===== config.mk =====
export PLATFORM = sky130hd
export DESIGN_NAME = mmas_store
export DESIGN_NICKNAME = d
export VERILOG_FILES = /design/src/hdl/matrix_multiply_add_sub_core_macros.svh /design/src/hdl/mmas_pkg.sv /design/src/hdl/mmas_store.sv
export SDC_FILE = /design/constraint.sdc
export NUM_CORES = 2
export LEC_CHECK = 0
export ABC_CLOCK_PERIOD_IN_PS = 7720
export BUFFER_PORTS_ARGS = -buffer_cell sky130_fd_sc_hd__buf_2
export CAP_MARGIN = 30
export CELL_PAD_IN_SITES_DETAIL_PLACEMENT = 0
export CELL_PAD_IN_SITES_GLOBAL_PLACEMENT = 2
export CORE_MARGIN = 10
export CORE_UTILIZATION = 55
export DETAILED_ROUTE_END_ITERATION = 12
export GPL_TIMING_DRIVEN = 0
export PLACE_DENSITY = 0.94
export SLEW_MARGIN = 40
export SYNTH_ARGS = -nofsm -noshare
export SYNTH_HDL_FRONTEND = slang
export SYNTH_SLANG_ARGS = --single-unit

===== constraint.sdc =====
create_clock -name aclk -period 7.72 [get_ports aclk]
set_clock_uncertainty 0.15 [all_clocks]
set_input_delay 1.158 -clock aclk [delete_from_list [all_inputs] [get_ports aclk]]
set_output_delay 1.158 -clock aclk [all_outputs]
set_load 0.005 [all_outputs]

===== src/hdl/matrix_multiply_add_sub_core_macros.svh =====
// ----------------------------------------------------------------------------
// Assertion macros for the matrix multiply/add/sub core
// ----------------------------------------------------------------------------
`ifndef MATRIX_MULTIPLY_ADD_SUB_CORE_MACROS_SVH
`define MATRIX_MULTIPLY_ADD_SUB_CORE_MACROS_SVH

// Same-cycle implication, disabled while reset is asserted.
`define MMAS_ASSERT_IMPL(label, clk, rstn, ante, cons, msg) \
    label: assert property (@(posedge clk) disable iff (!(rstn)) (ante) |-> (cons)) \
        else $error(msg);

// Next-cycle implication, disabled while reset is asserted.
`define MMAS_ASSERT_NEXT(label, clk, rstn, ante, cons, msg) \
    label: assert property (@(posedge clk) disable iff (!(rstn)) (ante) |=> (cons)) \
        else $error(msg);

`endif


===== src/hdl/mmas_pkg.sv =====
// ----------------------------------------------------------------------------
// mmas_pkg
// Shared constants and types of the matrix multiply/add/sub core.
// ----------------------------------------------------------------------------
`timescale 1ns / 1ps

package mmas_pkg;

    localparam int MAX_DIM_DEF = 8;     // largest matrix dimension
    localparam int ELEM_W      = 32;    // Q16.16 element
    localparam int RC_W        = 3;     // row/col field width
    localparam int RND_W       = 48;    // one rounded product, Q32.16
    localparam int MODE_W      = 2;
    localparam int CFG_IDX_W   = 2;
    localparam int CFG_DATA_W  = 4;

    localparam logic [MODE_W-1:0] MODE_MUL = 2'd0;
    localparam logic [MODE_W-1:0] MODE_ADD = 2'd1;
    localparam logic [MODE_W-1:0] MODE_SUB = 2'd2;
    localparam int MODE_SUB_BIT = 1;    // bit 1 set selects subtract

    localparam logic [CFG_IDX_W-1:0] REG_MODE   = 2'd0;
    localparam logic [CFG_IDX_W-1:0] REG_A_ROWS = 2'd1;
    localparam logic [CFG_IDX_W-1:0] REG_INNER  = 2'd2;
    localparam logic [CFG_IDX_W-1:0] REG_B_COLS = 2'd3;

    // control that travels alongside the operands through the MAC
    typedef struct packed {
        logic valid;
        logic first;    // first term of a result element
        logic last;     // last term of a result element
        logic mul;      // multiply, else add/sub
        logic sub;
    } mac_ctrl_t;

    // finished element from the MAC
    typedef struct packed {
        logic              done;
        logic              sat;
        logic [ELEM_W-1:0] value;
    } mac_res_t;

endpackage


===== src/hdl/mmas_store.sv =====
// ----------------------------------------------------------------------------
// mmas_store
// One-port-write, one-port-read synchronous element memory with registered read.
// ----------------------------------------------------------------------------
`timescale 1ns / 1ps

module mmas_store #(
    parameter  int DEPTH  = mmas_pkg::MAX_DIM_DEF * mmas_pkg::MAX_DIM_DEF,
    localparam int ADDR_W = $clog2(DEPTH)
) (
    input  logic                        aclk,
    input  logic                        wr_en,
    input  logic [ADDR_W-1:0]           wr_addr,
    input  logic [mmas_pkg::ELEM_W-1:0] wr_data,
    input  logic                        rd_en,
    input  logic [ADDR_W-1:0]           rd_addr,
    output logic [mmas_pkg::ELEM_W-1:0] rd_data
);

    logic [mmas_pkg::ELEM_W-1:0] mem [DEPTH];

    always_ff @(posedge aclk) begin
        if (wr_en) begin
            mem[wr_addr] <= wr_data;
        end
    end

    always_ff @(posedge aclk) begin
        if (rd_en) begin
            rd_data <= mem[rd_addr];
        end
    end

endmodule


**After elaboration in Yosys (flattened, before gate mapping)**

Memory sizes are Yosys's and may differ from the RTL's. A register that Yosys moved wholly into a read port is not among the register bits.
Cells that the tools add are included.

- Muxes and demuxes: 2

Operator list:

| kind | count |
|---|---|
| $mux 1 | 2 |

- Register bits after elaboration: 0
- RAM bits: 2048
- Input bits: 47
- Word-level logic and storage cells: 3
- Memories kept: 1

Memory list:

| memory | depth | bits a word | rd ports | clocked after Yosys merged registers in | wr ports | line | source |
|---|---|---|---|---|---|---|---|
| mem | 64 | 32 | 1 | 1 | 1 | mmas_store.sv:20 | `logic [mmas_pkg::ELEM_W-1:0] mem [DEPTH];` |

**Logic depth before layout (Yosys ltp)**

- Word-level depth: 2
- Mapped depth: 10
- Mapped depth without buffers: 5

**Least setup slack after synthesis**

No wires, ideal clock.

- Path type: input port to flip-flop
- From: in wr_addr[3]
- To: mem mem[48][0] in the netlist's numbering (enable)
- Setup time: 0.461 ns
- Arrival: 3.857 ns
- Slack: 3.252 ns
- Stages: 4
- Path through: clkbuf_1 nor2b_1 nand4b_1 nor3_1

RTL lines:

| element | line | source |
|---|---|---|
| start, declared | mmas_store.sv:13 | `input logic [ADDR_W-1:0] wr_addr,` |
| end, declared | mmas_store.sv:20 |  |

No word-level cell before the write port.

==> impl_results.md <==
* Metal3 WL at 42100 um
* Iter 0 DRT Violations at 8272
* CP delay by family, top: buffers and inverters
* Placed Area at 85900 um2
* CP max stage delay at 0.75 ns
* Top cells by area, synth: edfxtp_1 79%, mux4_2 16%, mux2i_1 1.2%
* Clock Path Buffers at 3
* CTS tree: yes
* Initial cell density of the core at 55.5%
* Fmax at 0.227 GHz
* Total negative slack at 0 ns
* Crit-path cells: buf_2, clkbuf_1, clkbuf_1, mux4_2, mux4_2, o22ai_1, nor2_1
* Nets at approximately 3800
* PwrDens at 256 nW/um2
* Slew Limit Fails at 0
* Core area at 142000 um2
* Die W at approximately 400 um
* DIE AREA at approximately 160000 um2
* Slowest cell on crit path: o22ai_1
* Die height at 399 um
* Final instance area at 92400 um2
* Post-Syn Area at just under 80000 um2
* Vias at between 40000 and 50000
* Area grow syn2layout at 17.3%
* Max VDD drop at 0.212 mV
* # rows at 138
* Largest area contributor in the netlist: edfxtp_1
* Worst setup EP type: flop
* Clk root buf: clkbuf_16
* Crit path buf inv count at 3
* Syn. warnings at 0
* Final Cycle Share at 57.2%
* Syn Area/Cell at between 20 and 25 um2
* Met2 wire len at 115000 um
* Total CTS buffers at between 150 and 200
* Post_cts resized at 0
* Seq cells post-synth at about 2100
* Fraction of layout cells with a size suffix above 1 at 32.6%
* Final Setup Violations at 0
* Crit Path Class: in -> reg
* Total of max-cap violations at 0
* Highest routed layer: met5
* DR pass1 iterations at 7
* DRC at 0
* Hold Path Class: in -> reg
* Post-synth top area share at 79.2%
* CTS hold repair buffers at 0
* IO Pins at 79
* Unrepaired setup endpoints after global routing: false
* Gpl congestion at 0.906
* Actual slew at the worst max-slew pin at 1.00 ns
* Crit path required time at 8.05 ns
* Port Buffer Count at 70
* Fin crit period at about 4.4 ns
* Post-DP HPWL at around 160000 um
* Critical path launch point type: input port
* Initial antenna violation count at 21
* Max Fanout on Critical Path at 10
* Register area share after synthesis at 79.2%
* Slew HR at 32.8%
* Reg2reg setup slack at around 4.6 ns
* Arrival time worst endpoint at 4.74 ns
* Status: completed
* Met1 wire length at 77600 um
* H-tree depth at 4
* Grt total ovfl at 0
* Final WL at 255000 um
* Global-route wire length before repair at 347000 um
* Clock latency on the worst-skew pair at 0.85 ns
* Vias per Instance at roughly 7.3
* Cell Count, Final, Fillers Out at just under 6000
* Pin count of the biggest net entering global routing at between 60 and 70
* Routed length per instance at between 40 and 50 um
* Setup bufs post-CTS at 0
* Leak at around 29 nW
* Post-synth cell types at 33
* All-Layer GR Usage at between 30 and 40%
* Worst-path clk slew at 0.06 ns
* Synthesized instance count at 3324
* # placed instances at 5466
* CTS Sinks at 2080
* Routed Antenna Nets at 0
* Synthesized Nets at 3371
* Final hold violation count at 0
* Number of global-route vias before repair at between 40000 and 50000
-- metrics by stage --
stage                     power (mW)  hold WS, ns  setup slack [ns]  utilization, %
final                           23.6        0.679              3.31            65.1
after global routing            24.1        0.689              3.45            65.1
after CTS                       23.6        0.672              3.60            65.1
after detailed placement        14.1        0.882              2.72            60.6
after global placement          14.0        0.866            -0.159            57.5
after floorplan                 13.4        0.600              3.25               -
-- cell type report --
class                           count  area [um2]
Sequential cell                  2080       62500
Timing Repair Buffer              256        4260
Antenna cell                        8        20.0
Multi-Input combinational cell   1062       16000
Clock inverter                    135        1330
Clock buffer                      230        5050
Buffer                            182         945
Fill cell                        8517       49500
Tap cell                         1890        2360
-- where the power goes --
| part | leakage (nW) | internal [mW] | total [mW] | switching, mW |
|---|---|---|---|---|
| registers | 18.7 | 12.5 | 12.6 | 0.0295 |
| logic | 7.31 | 0.437 | 1.35 | 0.909 |
| clock network | 3.12 | 5.43 | 9.74 | 4.31 |
| total | 29.2 | 18.4 | 23.6 | 5.25 |
-- registers in the layout (all words and copies together), names as in the netlist --
name / cells
mem: 2048
rd_data: 32
-- final timing paths --
path              depth (start not counted)          end         from
setup / recovery                          7  rd_data[19]   rd_addr[1]
hold reg to reg                           5  rd_data[27]  mem[44][27]
hold / removal                            1  mem[10][19]  wr_data[19]
setup reg to reg                          4  rd_data[19]   mem[2][19]
-- routing by layer --
| metal | vias up | GRT usage, % |
|---|---|---|
| li1 | 15200 | - |
| met1 | 21600 | 40.2 |
| met2 | 4550 | 48.3 |
| met3 | 1015 | 11.5 |
| met4 | 14 | 19.9 |
| met5 | - | 0 |
-- worst register-to-register path, cell delays in order, from the launching register on --
cell and delay, ns:
edfxtp_1 0.42, mux4_2 0.51, mux4_2 0.52, o22ai_1 0.76, nor2_1 0.38
-- cells in the mapped netlist --
library cell and count:
nand2_1 26, and2_1 2, or3_1 3, or3b_2 3, o32ai_1 4, edfxtp_1 2080, clkbuf_1 74, o221ai_1 27
o22ai_1 84, buf_2 57, buf_6 5, or3b_1 2, and3_1 4, buf_1 21, nand2b_1 8, nor2_1 137
nor2b_1 15, nor3_1 7, nand3_1 5, nand3b_1 5, mux2i_1 93, a41o_1 4, buf_4 25, or2_1 1
a31oi_1 1, nand4_1 2, or2_2 1, a21oi_1 62, or2_0 1, mux4_2 544, nand4b_1 1, a22oi_1 12
a311oi_1 8
-- cell families (layout without fill, tap and decap cells) --
family / count (synthesis) / after routing / share of synthesized area, %
buffers and inverters: 182 / 803 / 1.12
and+or+nand+nor: 223 / 223 / 1.26
other: 0 / 8 / 0
DFF: 2080 / 2080 / 79.2
muxes: 637 / 637 / 16.7
AOI/OAI and AO/OA: 202 / 202 / 1.67
-- placed cells by master (no fill, tap or decap), types with 62 or more instances in the layout --
cell type / synthesis / final
o22ai_1: 84 / 79
mux2i_1: 93 / 93
buf_8: 0 / 72
nor2_4: 0 / 62
buf_16: 0 / 94
mux4_2: 544 / 544
edfxtp_1: 2080 / 2080
nor2_1: 137 / 73
buf_2: 57 / 111
clkbuf_1: 74 / 71
clkbuf_16: 0 / 197
a21oi_1: 62 / 62
(Power assumes the default switching activity.)
