$ cat src/hdl/matrix_multiply_add_sub_core_macros.svh
// ----------------------------------------------------------------------------
// Assertion macros for the matrix multiply/add/sub core
// ----------------------------------------------------------------------------
`ifndef MATRIX_MULTIPLY_ADD_SUB_CORE_MACROS_SVH
`define MATRIX_MULTIPLY_ADD_SUB_CORE_MACROS_SVH

// Same-cycle implication, disabled while reset is asserted.
`define MMAS_ASSERT_IMPL(label, clk, rstn, ante, cons, msg) \
    label: assert property (@(posedge clk) disable iff (!(rstn)) (ante) |-> (cons)) \
        else $error(msg);

// Next-cycle implication, disabled while reset is asserted.
`define MMAS_ASSERT_NEXT(label, clk, rstn, ante, cons, msg) \
    label: assert property (@(posedge clk) disable iff (!(rstn)) (ante) |=> (cons)) \
        else $error(msg);

`endif

$ cat src/hdl/mmas_pkg.sv
// ----------------------------------------------------------------------------
// mmas_pkg
// Shared constants and types of the matrix multiply/add/sub core.
// ----------------------------------------------------------------------------
`timescale 1ns / 1ps

package mmas_pkg;

    localparam int MAX_DIM_DEF = 8;     // largest matrix dimension
    localparam int ELEM_W      = 32;    // Q16.16 element
    localparam int RC_W        = 3;     // row/col field width
    localparam int RND_W       = 48;    // one rounded product, Q32.16
    localparam int MODE_W      = 2;
    localparam int CFG_IDX_W   = 2;
    localparam int CFG_DATA_W  = 4;

    localparam logic [MODE_W-1:0] MODE_MUL = 2'd0;
    localparam logic [MODE_W-1:0] MODE_ADD = 2'd1;
    localparam logic [MODE_W-1:0] MODE_SUB = 2'd2;
    localparam int MODE_SUB_BIT = 1;    // bit 1 set selects subtract

    localparam logic [CFG_IDX_W-1:0] REG_MODE   = 2'd0;
    localparam logic [CFG_IDX_W-1:0] REG_A_ROWS = 2'd1;
    localparam logic [CFG_IDX_W-1:0] REG_INNER  = 2'd2;
    localparam logic [CFG_IDX_W-1:0] REG_B_COLS = 2'd3;

    // control that travels alongside the operands through the MAC
    typedef struct packed {
        logic valid;
        logic first;    // first term of a result element
        logic last;     // last term of a result element
        logic mul;      // multiply, else add/sub
        logic sub;
    } mac_ctrl_t;

    // finished element from the MAC
    typedef struct packed {
        logic              done;
        logic              sat;
        logic [ELEM_W-1:0] value;
    } mac_res_t;

endpackage

$ cat src/hdl/mmas_mac.sv
// ----------------------------------------------------------------------------
// mmas_mac
// Multiply, round, accumulate and saturate pipeline (add/sub shares it).
// ----------------------------------------------------------------------------
`timescale 1ns / 1ps

module mmas_mac #(
    parameter int MAX_DIM = mmas_pkg::MAX_DIM_DEF
) (
    input  logic                        aclk,
    input  logic                        aresetn,
    input  mmas_pkg::mac_ctrl_t         ctrl_in,    // aligned with a_data/b_data
    input  logic [mmas_pkg::ELEM_W-1:0] a_data,
    input  logic [mmas_pkg::ELEM_W-1:0] b_data,
    output mmas_pkg::mac_res_t          res
);

    localparam int ELEM_W = mmas_pkg::ELEM_W;
    localparam int RND_W  = mmas_pkg::RND_W;
    localparam int PROD_W = 2 * ELEM_W;
    localparam int SUM_W  = ELEM_W + 1;
    localparam int ACC_W  = RND_W + $clog2(MAX_DIM);
    localparam logic signed [ACC_W-1:0] SAT_HI = ACC_W'(64'sh0000_0000_7FFF_FFFF);
    localparam logic signed [ACC_W-1:0] SAT_LO = ACC_W'(64'shFFFF_FFFF_8000_0000);
    localparam logic signed [PROD_W-1:0] HALF_LSB = PROD_W'(64'sd32768);

    mmas_pkg::mac_ctrl_t c1_reg, c2_reg, c3_reg;

    logic signed [PROD_W-1:0] prod_reg;
    logic signed [SUM_W-1:0]  sum_reg;
    logic signed [RND_W-1:0]  rnd_reg;
    logic signed [RND_W-1:0]  rnd_next;
    logic signed [PROD_W-1:0] prod_rnd;
    logic signed [ACC_W-1:0]  acc_reg;
    logic signed [ACC_W-1:0]  acc_next;
    logic signed [ELEM_W-1:0] a_s, b_s;

    assign a_s = signed'(a_data);
    assign b_s = signed'(b_data);

    // stage 1: product and sum
    always_ff @(posedge aclk) begin
        prod_reg <= PROD_W'(a_s) * PROD_W'(b_s);
        sum_reg  <= ctrl_in.sub ? (SUM_W'(a_s) - SUM_W'(b_s))
                                : (SUM_W'(a_s) + SUM_W'(b_s));
    end

    // stage 2: round to nearest, ties up (floor of p + 2^15)
    always_comb begin
        prod_rnd = prod_reg + HALF_LSB;
        rnd_next = c1_reg.mul ? signed'(prod_rnd[PROD_W-1:16]) : RND_W'(sum_reg);
    end

    always_ff @(posedge aclk) begin
        rnd_reg <= rnd_next;
    end

    // stage 3: exact accumulation
    assign acc_next = c2_reg.first ? ACC_W'(rnd_reg) : (acc_reg + ACC_W'(rnd_reg));

    always_ff @(posedge aclk) begin
        if (c2_reg.valid) begin
            acc_reg <= acc_next;
        end
    end

    always_ff @(posedge aclk) begin
        if (!aresetn) begin
            c1_reg <= '0;
            c2_reg <= '0;
            c3_reg <= '0;
        end else begin
            c1_reg <= ctrl_in;
            c2_reg <= c1_reg;
            c3_reg <= c2_reg;
        end
    end

    always_comb begin
        res.done = c3_reg.valid && c3_reg.last;
        if (acc_reg > SAT_HI) begin
            res.sat   = 1'b1;
            res.value = ELEM_W'(SAT_HI);
        end else if (acc_reg < SAT_LO) begin
            res.sat   = 1'b1;
            res.value = ELEM_W'(SAT_LO);
        end else begin
            res.sat   = 1'b0;
            res.value = acc_reg[ELEM_W-1:0];
        end
    end

endmodule

$ cat config.mk
export PLATFORM = sky130hd
export DESIGN_NAME = mmas_mac
export DESIGN_NICKNAME = d
export VERILOG_FILES = /design/src/hdl/matrix_multiply_add_sub_core_macros.svh /design/src/hdl/mmas_pkg.sv /design/src/hdl/mmas_mac.sv
export SDC_FILE = /design/constraint.sdc
export NUM_CORES = 2
export LEC_CHECK = 0
export BUFFER_PORTS_ARGS = -buffer_cell sky130_fd_sc_hd__buf_2
export CAP_MARGIN = 20
export CORE_MARGIN = 10
export CORE_UTILIZATION = 45
export DETAILED_ROUTE_END_ITERATION = 7
export HOLD_SLACK_MARGIN = 0.06
export PLACE_DENSITY = 0.59
export SYNTH_ARGS = -nofsm -noshare
export SYNTH_HDL_FRONTEND = slang
export SYNTH_SLANG_ARGS = --single-unit
$ cat constraint.sdc
create_clock -name aclk -period 17.8 [get_ports aclk]
set_input_delay 1.78 -clock aclk [delete_from_list [all_inputs] [get_ports aclk]]
set_output_delay 1.78 -clock aclk [all_outputs]
set_load 0.02 [all_outputs]
-- Yosys cells after proc, flatten, opt, wreduce, memory -nomap -nowiden
Cells that the tools add are included.
- register bits after elaboration: 205
- bits of input ports: 71
- add/subtract/negate cells: 4
- multipliers: 1
- magnitude comparators: 2
- mux-type cells: 5
- reductions and logical operators: 1
- operators with widths (operator ; number):
    2-to-1 mux 33 bit ; 3
    adder 64 x 17 -> 64 bit (second input constant) ; 1
    multiplier 32 x 32 -> 64 bit ; 1
    adder 51 x 48 -> 51 bit ; 1
    > comparator 51 x 32 -> 1 bit (second input constant) ; 1
    less-than comparator 51 x 32 -> 1 bit (second input constant) ; 1
    2-to-1 mux 51 bit ; 1
    2-to-1 mux 48 bit ; 1
    adder 32 x 32 -> 33 bit ; 1
    subtractor 32 x 32 -> 33 bit ; 1
    logical AND 1 bit ; 1

-- Longest topological paths before layout
- depth in word-level cells: 3
- gate-level depth with buffers: 31
- gate-level depth less buffers: 29

-- Least setup slack after synthesis
OpenSTA, ideal clock, no wires.
- kind: input-to-reg
- start: in a_data[31] (netlist bit)
- end: reg prod_reg[62]
- arrival: 9.278 ns
- required time: 17.683 ns
- path slack: 8.405 ns
- stages on the path: 31
- path buffers: 3
- cell sequence: clkbuf_1 clkbuf_1 nand2_1 inv_1 fa_1 inv_1 fa_1 inv_1 fa_1 fa_1 inv_1 fa_1 inv_1 fa_1 inv_1 fa_1 inv_1 fa_1 ha_1 clkbuf_1 a21o_1 a21o_1 a21o_1 a21oi_1 o21bai_1 a21o_1 a21oi_1 o21ai_0 a21oi_1 nand2b_1 a21oi_1
- word-level cells in the longest chain between the ends: 1
- RTL lines (item ; RTL line ; source):
    start: declaration ; mmas_mac.sv:13 ; input logic [mmas_pkg::ELEM_W-1:0] a_data,
    multiplier 32 x 32 -> 64 bit ; mmas_mac.sv:43 ; prod_reg <= PROD_W'(a_s) * PROD_W'(b_s);
    end signal: assignment ; mmas_mac.sv:43 ;
    end: declaration ; mmas_mac.sv:29 ; logic signed [PROD_W-1:0] prod_reg;
No other way between the ends.
A chain may end at the register's enable or synchronous reset.

-- Worst setup path after layout
- start: in b_data[6] (netlist bit)
- end: reg prod_reg[62]
- word-level cells in the longest chain between the ends: 1
- RTL lines (item ; RTL line ; source):
    start: declaration ; mmas_mac.sv:14 ; input logic [mmas_pkg::ELEM_W-1:0] b_data,
    multiplier 32 x 32 -> 64 bit ; mmas_mac.sv:43 ;
No other way between the ends.

==> flow_metrics.tcl <==
set metrics [dict create \
    arrival_ns 10.18 \
    via_per_inst 5.269 \
    finalHoldViolCount 0 \
    final_common_cell "fa_1" \
    hold_start "c2_reg[2]" \
    post_cts_buffers 0 \
    clkTransAtPathRegs_ns 0.08 \
    synth_compound_area_share_pct 6.557 \
    worstSetupPathDepth 29 \
    avgSynthCellArea_um2 9.187 \
    grt_use_total_pct 23.54 \
    cts_tree "built" \
    core_um2 103300 \
    syn_inst 5093 \
    die_area_um2 117300 \
    required_ns 18.15 \
    mappedNetlistArea_um2 46790 \
    fin_skew_ns 0.02173 \
    slew_viol_final 0 \
    syn-num-nets 6511 \
    synth-simple-area-share_pct 16.36 \
    start_util_pct 45.27 \
    drc 0 \
    slowest_delay_ns 1.03 \
    synth-seq-cells 190 \
    cts_inserted_buffers 17 \
    synthAdderAreaFrac_pct 53.40 \
    yosysUniqueCellTypes 84 \
    slew_headroom_pct 19.91 \
    synthFlopType "dfxtp_1" \
    cp_top_family "adder cells" \
    syn2layout_area_growth_pct 5.129 \
    grt_pass1_vias 36150 \
    timing.max_cap.violations 0 \
    path_max_fanout 34 \
    worstReg2RegEnd "acc_reg[50]" \
    cts_max_level 4 \
    gr-total-overflow 0 \
    setup_viol 0 \
    yosys_warnings 0 \
    rows 118 \
    cts_root_buffer "clkbuf_16" \
    antenna_found_initial 8 \
    die_h_um 342.5 \
    gp_congestion 0.8625 \
    rsz0062_at_grt "false" \
    drtAntennaViolNets 0 \
    first_iter_violations 2478 \
    fin_crit_ns 9.834 \
    timing.fmax_mhz 101.7 \
    slowest_stage "fa_1" \
    ctsResizeCount 0 \
    io_pins 105 \
    io_buffers 104 \
    synth-xor-area-share_pct 3.912 \
    synth-seq-area-share_pct 9.220 \
    final_cell_mix "fa_1 (1083), inv_1 (1041), nand2_1 (688), and2_1 (514), ha_1 (264)" \
    cpMostUsedCell "fa_1" \
    vias 33810 \
    crit_path_end_kind "register" \
    synth_top_family_by_area "adder cells" \
    min_to "c3_reg[2]" \
    fin_crit_sh_pct 55.25 \
    synth.area.mux_share_pct 0.1391 \
    hp-class "register to register" \
    run_status "finished clean" \
    clockBufferDepth 2 \
    crit_buf_inv 8 \
    wire_per_inst_um 20.96 \
    largest_reg_flops 51 \
    grt_max_degree 81 \
    nFillCells 9962 \
    grt_pass1_wl_um 213700 \
    tns_ns 0 \
    hold_depth 1 \
    critPathKind "input port to register" \
    insertion_delay_ns 0.45 \
    drive_gt1_share_pct 4.629 \
    synth-edff-count 51 \
    numClockSinks 190 \
    fin_nets 6439 \
    r2r_slack_ns 14.21 \
    worst_setup_path_start_kind "input port" \
    detail_route.wirelength_um 134500 \
    dp_hpwl_um 98930 \
    r2r_cells 14 \
    ctsHoldBuffers 0 \
    async_flop_share_pct 0 \
    dr.pass1.iters 6 \
    die_w_um 342.5 \
    reg2reg_from "acc_reg[0]" \
    tightest_slew_ns 1.201 \
]
==> final cells by class <==
type	count	area, um2	share of cell area, %
clock buffer	17	425.4	0.8649
antenna	3	7.507	0.01526
multi-input combinational	3606	37610	76.46
tap	1380	1727	3.510
sequential	190	4318	8.778
inverter	1043	3915	7.959
timing repair buffer	163	983.4	1.999
clock inverter	15	202.7	0.4121
==> per-layer routing <==
layer / vias to the layer above / GRT usage, % / share of wire (%)
li1: 15070 / - / -
met1: 17330 / 33.78 / 45
met2: 1246 / 37.18 / 44
met3: 171 / 4.329 / 8.4
met4: 2 / 4.385 / 2.1
met5: - / 0 / 0.0052
==> cells by family (layout without fill, tap and decap cells) <==
| family | count (synthesis) | in the layout |
|---|---|---|
| AOI/OAI and AO/OA | 478 | 478 |
| xor gates and xnor gates | 209 | 209 |
| adders and majority gates | 1347 | 1347 |
| buffers and inverters | 1297 | 1238 |
| DFF | 190 | 190 |
| muxes | 6 | 6 |
| other | 0 | 3 |
| and+or+nand+nor | 1566 | 1566 |
==> cell usage after synthesis (16+ instances only) <==
cell	instances	share of area [%]
fa_1	1083	46
a21o_1	69	1.1
clkbuf_1	249	2.0
nor2b_1	16	0.21
ha_1	264	7.1
nand2b_1	19	0.25
a21oi_1	175	1.9
xor2_1	67	1.3
xnor2_1	142	2.7
nand2_1	688	5.5
nor3_1	23	0.25
nand4_1	34	0.45
edfxtp_1	51	3.3
inv_1	1041	8.4
nor2_1	166	1.3
nand3_1	37	0.40
and2_1	514	6.9
o21bai_1	25	0.40
o21ai_0	66	0.71
and3_1	25	0.33
dfxtp_1	139	5.9
o21ai_1	33	0.35
==> worst max path at each step <==
stage | slack, ns | startpoint | endpoint
after floorplan | 8.41 | a_data[31] | prod_reg[62]
after global placement | 7.53 | b_data[6] | prod_reg[62]
after detailed placement | 7.52 | b_data[6] | prod_reg[62]
after CTS | 7.97 | b_data[6] | prod_reg[62]
after global routing | 7.46 | b_data[6] | prod_reg[62]
final | 7.97 | b_data[6] | prod_reg[62]
==> per-stage QoR <==
step	setup slack, ns	area [um2]	instances	hold slack [ns]	util [%]
after floorplan	8.405	46790	5093	0.4118	-
after global placement	7.527	48530	6381	0.4175	46.95
after detailed placement	7.519	48530	6381	0.4281	46.95
after CTS	7.975	49150	6413	0.4488	47.56
after global routing	7.458	49180	6414	0.4591	47.59
final	7.966	49190	6417	0.4450	47.59
Power is not shown: default switching activity piles up to over one toggle a cycle in this logic, so the estimate is an artifact.
